<file path="config.mk">
export PLATFORM = sky130hd
export DESIGN_NAME = lpcbv_ctrl
export DESIGN_NICKNAME = d
export VERILOG_FILES = /design/src/hdl/lpcbv_pkg.sv /design/src/hdl/lpcbv_ctrl.sv
export SDC_FILE = /design/constraint.sdc
export NUM_CORES = 1
export LEC_CHECK = 0
export BUFFER_PORTS_ARGS = -buffer_cell sky130_fd_sc_hd__buf_4
export CAP_MARGIN = 20
export CORE_ASPECT_RATIO = 0.8
export CORE_MARGIN = 2
export CORE_UTILIZATION = 30
export CTS_BUF_LIST = sky130_fd_sc_hd__clkbuf_16
export CTS_CLUSTER_SIZE = 40
export DETAILED_ROUTE_END_ITERATION = 10
export PLACE_DENSITY = 0.59
export SLEW_MARGIN = 5
export SYNTH_ARGS = -nofsm -noshare
export SYNTH_HDL_FRONTEND = slang
export SYNTH_SLANG_ARGS = --single-unit
export TNS_END_PERCENT = 10
</file>
<file path="constraint.sdc">
create_clock -name clk -period 2 [get_ports clk]
set_clock_uncertainty 0.2 [all_clocks]
set_input_delay 0.4 -clock clk [delete_from_list [all_inputs] [get_ports clk]]
set_output_delay 0.4 -clock clk [all_outputs]
set_load 0.005 [all_outputs]
</file>
<file path="src/hdl/lpcbv_pkg.sv">
// Shared types and constants of the page cache.
package lpcbv_pkg;

	localparam int LANES     = 8;
	localparam int DATA_W    = 64;
	localparam int IN_W      = 136;
	localparam int OUT_W     = 72;
	localparam int CNT_OUT_W = 5;
	localparam int LANE_W    = 9;

	localparam logic [1:0] CMD_LOOKUP = 2'd0;
	localparam logic [1:0] CMD_FILL   = 2'd1;
	localparam logic [1:0] CMD_CLEAR  = 2'd2;

	localparam logic REG_ENABLE = 1'b0;
	localparam logic REG_MAX    = 1'b1;

	localparam logic       ENABLE_RST    = 1'b1;
	localparam logic [4:0] MAX_PAGES_RST = 5'd16;

	typedef struct packed {
		logic capture;
		logic match;
		logic clear_all;
		logic touch;
		logic alloc;
		logic check;
		logic sweep_init;
		logic sweep_page;
		logic write;
	} dp_cmd_t;

	typedef struct packed {
		logic [1:0] cmd;
		logic       go;
		logic       found;
		logic       sweep_last;
	} dp_stat_t;

	typedef enum logic [7:0] {
		ST_INIT   = 8'b0000_0001,
		ST_IDLE   = 8'b0000_0010,
		ST_MATCH  = 8'b0000_0100,
		ST_DECIDE = 8'b0000_1000,
		ST_CHECK  = 8'b0001_0000,
		ST_SWEEP  = 8'b0010_0000,
		ST_WRITE  = 8'b0100_0000,
		ST_RESP   = 8'b1000_0000
	} state_t;

endpackage

</file>
<file path="src/hdl/lpcbv_ctrl.sv">
// Controller state machine of the page cache.
module lpcbv_ctrl
	import lpcbv_pkg::*;
(
	input  logic     clk,
	input  logic     arst_n,
	input  logic     s_tvalid,
	output logic     s_tready,
	output logic     m_tvalid,
	input  logic     m_tready,
	input  dp_stat_t stat,
	output dp_cmd_t  ctl
);

	state_t state_q, state_d;

	always_ff @(posedge clk or negedge arst_n) begin
		if (!arst_n) begin
			state_q <= ST_INIT;
		end else begin
			state_q <= state_d;
		end
	end

	always_comb begin
		state_d  = state_q;
		ctl      = '0;
		s_tready = 1'b0;
		m_tvalid = 1'b0;
		unique case (state_q)
			ST_INIT: begin
				ctl.sweep_init = 1'b1;
				if (stat.sweep_last) begin
					state_d = ST_IDLE;
				end
			end
			ST_IDLE: begin
				s_tready = 1'b1;
				if (s_tvalid) begin
					ctl.capture = 1'b1;
					state_d     = ST_MATCH;
				end
			end
			ST_MATCH: begin
				ctl.match = 1'b1;
				state_d   = ST_DECIDE;
			end
			ST_DECIDE: begin
				state_d = ST_RESP;
				case (stat.cmd)
					CMD_CLEAR: begin
						ctl.clear_all = 1'b1;
					end
					CMD_LOOKUP: begin
						if (stat.go && stat.found) begin
							state_d = ST_CHECK;
						end
					end
					CMD_FILL: begin
						if (stat.go && stat.found) begin
							ctl.touch = 1'b1;
							state_d   = ST_WRITE;
						end else if (stat.go) begin
							ctl.alloc = 1'b1;
							state_d   = ST_SWEEP;
						end
					end
					default: begin
						state_d = ST_RESP;
					end
				endcase
			end
			ST_CHECK: begin
				ctl.check = 1'b1;
				state_d   = ST_RESP;
			end
			ST_SWEEP: begin
				ctl.sweep_page = 1'b1;
				if (stat.sweep_last) begin
					state_d = ST_WRITE;
				end
			end
			ST_WRITE: begin
				ctl.write = 1'b1;
				state_d   = ST_RESP;
			end
			ST_RESP: begin
				m_tvalid = 1'b1;
				if (m_tready) begin
					state_d = ST_IDLE;
				end
			end
			default: begin
				state_d = ST_INIT;
			end
		endcase
	end

endmodule

</file>
==> results.cfg <==
[critical_path]
worst-path-max-fanout = 9
crit_chain = nor4_2, buf_4, nand2_1, nor3b_2, buf_4
r2r_slack_ns = 0.11
worstPathRequired_ns = 1.40
arrival_ns = 1.53
rr_worst_depth = 5
cpPeakStageDelay_ns = 0.43
cp-start-kind = flip-flop
r2r_start = state_q[2]
critical_path.slowest_cell = dfstp_2
end_kind = output port
critPathMostFrequentCell = buf_4
path_class = reg2out
rr_endpoint = state_q[0]

[final_layout]
largest_reg_flops = 8
area_delta_synth_final_pct = 51.6
reg_top3 = state_q (8)
fillCellCount = 200
diodes = 0
layout-drive-gt1-share_pct = 48.5
layout.nets = 111
final_util_pct = 46.7
regMostFlops = state_q

[drt]
ant_nets = 0
viasPerCell = 5.34
wl_per_cell_um = 14.3
vias = 673
routed_wirelength_um = 1800
first_pass_iters = 4
drt_iter0_drc = 9
drc_errors = 0

[sta]
fin_ws_ns = -0.131
finalMaxSlewViolations = 0
layout_min_cycle_time_ns = 2.13
timing_hold_violations_final = 0
worst_pin_slew_ns = 0.304
setup_viol = 10
max-slew-margin-rel_pct = 79.7
finalCritPeriodShare_pct = 107
fin_tns_setup_ns = -0.623
fmax_mhz = 469
rsz0062_at_grt = true

[yosys]
syn_avg_cell_area_um2 = 9.11
syn_inst = 71
synth_area_um2 = 647
ys_seq_elements = 8
syn_nets = 80
yosysSeqAreaShare_pct = 31.1
synth.distinct_cells = 39
synth-warning-count = 0

[die]
fp.coreArea_mm2 = 0.00210
start_util_pct = 30.8
fp.dieW_um = 55.9
pin_count = 20
dieArea_mm2 = 0.00255
row_count = 15
die_h_um = 45.5

[pwr]
p_leak_nw = 0.466
finalPower_mw = 1.01
vdd_drop_max_uv = 516
powerDensity_mw_per_mm2 = 1030

[cts]
clk_latency_ns = 0.23
h-tree-depth = 1
cts.clk_slew.worst_paths_ns = 0.04
cts_sinks = 8
clock-root-buffer = clkbuf_16
cts_tree = yes
cts_made_buffers = 3
cts.path.max_buffers = 2

[outcome]
status = complete, but fails checks
failed_checks = negative setup slack

[worst_hold_path]
hp-class = in2reg
min-delay-start = stat[3]
holdPathEnd = state_q[4]
min_path_cells = 2

[grt]
grt_pass1_vias = 598
overflow = 0
antenna_found_initial = 0
grt_pass1_wl_um = 2620
grt_max_degree = 12
track_usage_pct = 13.8

[run]
max_cap_violations = 0

[place]
dp_hpwl_um = 1220
port_buffers = 19
routabilityCongestion = 0.789
-- worst max-delay path: cells and delay by family (launching register included) --
| family | cells | cell delay, ns |
|---|---|---|
| and+or+nand+nor | 3 | 0.57 |
| DFF | 1 | 0.43 |
| buffers and inverters | 2 | 0.30 |
-- final cells by class --
cell class	instances	area (um^2)	share of cell area [%]
repair buffers	32	243	24.7
flip-flops and latches	8	205	20.9
inverters	1	3.75	0.383
multi-input cells	56	419	42.7
well taps	25	31.3	3.19
clock inverters	1	3.75	0.383
clock buffers	3	75.1	7.65
-- metal layers --
metal | wire length [um] | vias up | global-route usage [%]
met2 | 926 | 22 | 21.9
met4 | 0 | 0 | 2.86
met5 | 0 | - | 0
met1 | 787 | 327 | 17.6
met3 | 86 | 0 | 6.25
li1 | - | 324 | -
-- cell usage after synthesis --
library cell / instances / area, um^2
nor2b_1: 2 / 12.5
nand4b_1: 1 / 8.76
a21oi_1: 1 / 5.00
buf_6: 1 / 11.3
nor3_2: 1 / 10.0
and4b_2: 2 / 22.5
nand2_1: 3 / 11.3
nor2_1: 11 / 41.3
nor3_1: 2 / 10.0
o21ba_1: 1 / 10.0
a311o_1: 1 / 10.0
a211oi_1: 1 / 7.51
o21ai_1: 1 / 5.00
nand2b_1: 1 / 6.26
xnor2_1: 2 / 17.5
nand4_1: 1 / 6.26
buf_2: 4 / 20.0
nor4_4: 1 / 21.3
a2111oi_2: 1 / 15.0
o221ai_1: 1 / 8.76
dfrtp_1: 7 / 175
and4_1: 1 / 8.76
xor2_1: 2 / 17.5
nand3b_1: 1 / 7.51
nor3b_1: 3 / 22.5
buf_8: 1 / 15.0
and2b_1: 1 / 7.51
and3_1: 3 / 18.8
or3b_1: 1 / 8.76
dfstp_2: 1 / 26.3
nand3_1: 2 / 10.0
inv_1: 1 / 3.75
nor4_1: 1 / 6.26
nor4b_1: 1 / 8.76
a31o_1: 1 / 8.76
o32ai_1: 1 / 8.76
o32a_1: 1 / 10.0
and2_1: 2 / 12.5
a221o_1: 1 / 10.0
-- worst max-delay path by stage --
stage	startpoint	to	slack, ns	depth (start not counted)
after global routing	state_q[0]	ctl[3]	-0.22	5
after detailed placement	state_q[1]	ctl[4]	0.09	4
after global placement	state_q[1]	ctl[4]	0.08	4
final	state_q[0]	ctl[3]	-0.13	5
after CTS	state_q[7]	ctl[4]	-0.16	4
after floorplan	state_q[1]	ctl[6]	0.12	4
-- what timing repair did --
action,CTS,global route
buffers inserted,3,1
resized for setup,8,1
endpoints found under the setup margin,10,11
pin swaps,5,2
hold buffers,1,0
endpoints found under the hold margin,8,0
-- report_power, final --
| group | switching [mW] | internal [mW] | leakage [nW] |
|---|---|---|---|
| Sequential | 0.0601 | 0.197 | 0.102 |
| Combinational | 0.176 | 0.225 | 0.321 |
| Clock | 0.0878 | 0.261 | 0.0423 |
| Total | 0.323 | 0.683 | 0.466 |
-- layout by cell type, fill, tap and decap left out, types with 2 or more instances in the layout --
| cell | count |
|---|---|
| nand2_1 | 2 |
| inv_1 | 2 |
| and2_1 | 2 |
| dfrtp_1 | 4 |
| nor2b_1 | 2 |
| xnor2_1 | 2 |
| nand3_1 | 2 |
| and3_1 | 3 |
| clkbuf_16 | 3 |
| nor3_1 | 2 |
| nor3b_2 | 2 |
| buf_4 | 31 |
| nor2_1 | 10 |
| xor2_1 | 2 |
| dfrtp_2 | 3 |
| and4b_2 | 2 |
-- metrics by stage --
stage / hold slack, ns / setup slack (ns) / cells / area, um^2
6_report: 0.165 / -0.131 / 126 / 981
5_1_grt: 0.161 / -0.220 / 126 / 981
4_1_cts: 0.158 / -0.163 / 125 / 968
3_5_place_dp: 0.0298 / 0.0863 / 117 / 835
3_3_place_gp: 0.0290 / 0.0815 / 117 / 835
2_1_floorplan: -0.0956 / 0.124 / 71 / 647
-- cell families after synthesis --
logic type             Yosys count  share of synthesized area [%]
AO/OA/AOI/OAI                   11                           15.3
AND/OR/NAND/NOR                 41                           40.4
buffers and inverters            7                           7.74
XOR/XNOR                         4                           5.42
flip-flops                       8                           31.1
Power figures use the tool's default switching activity.
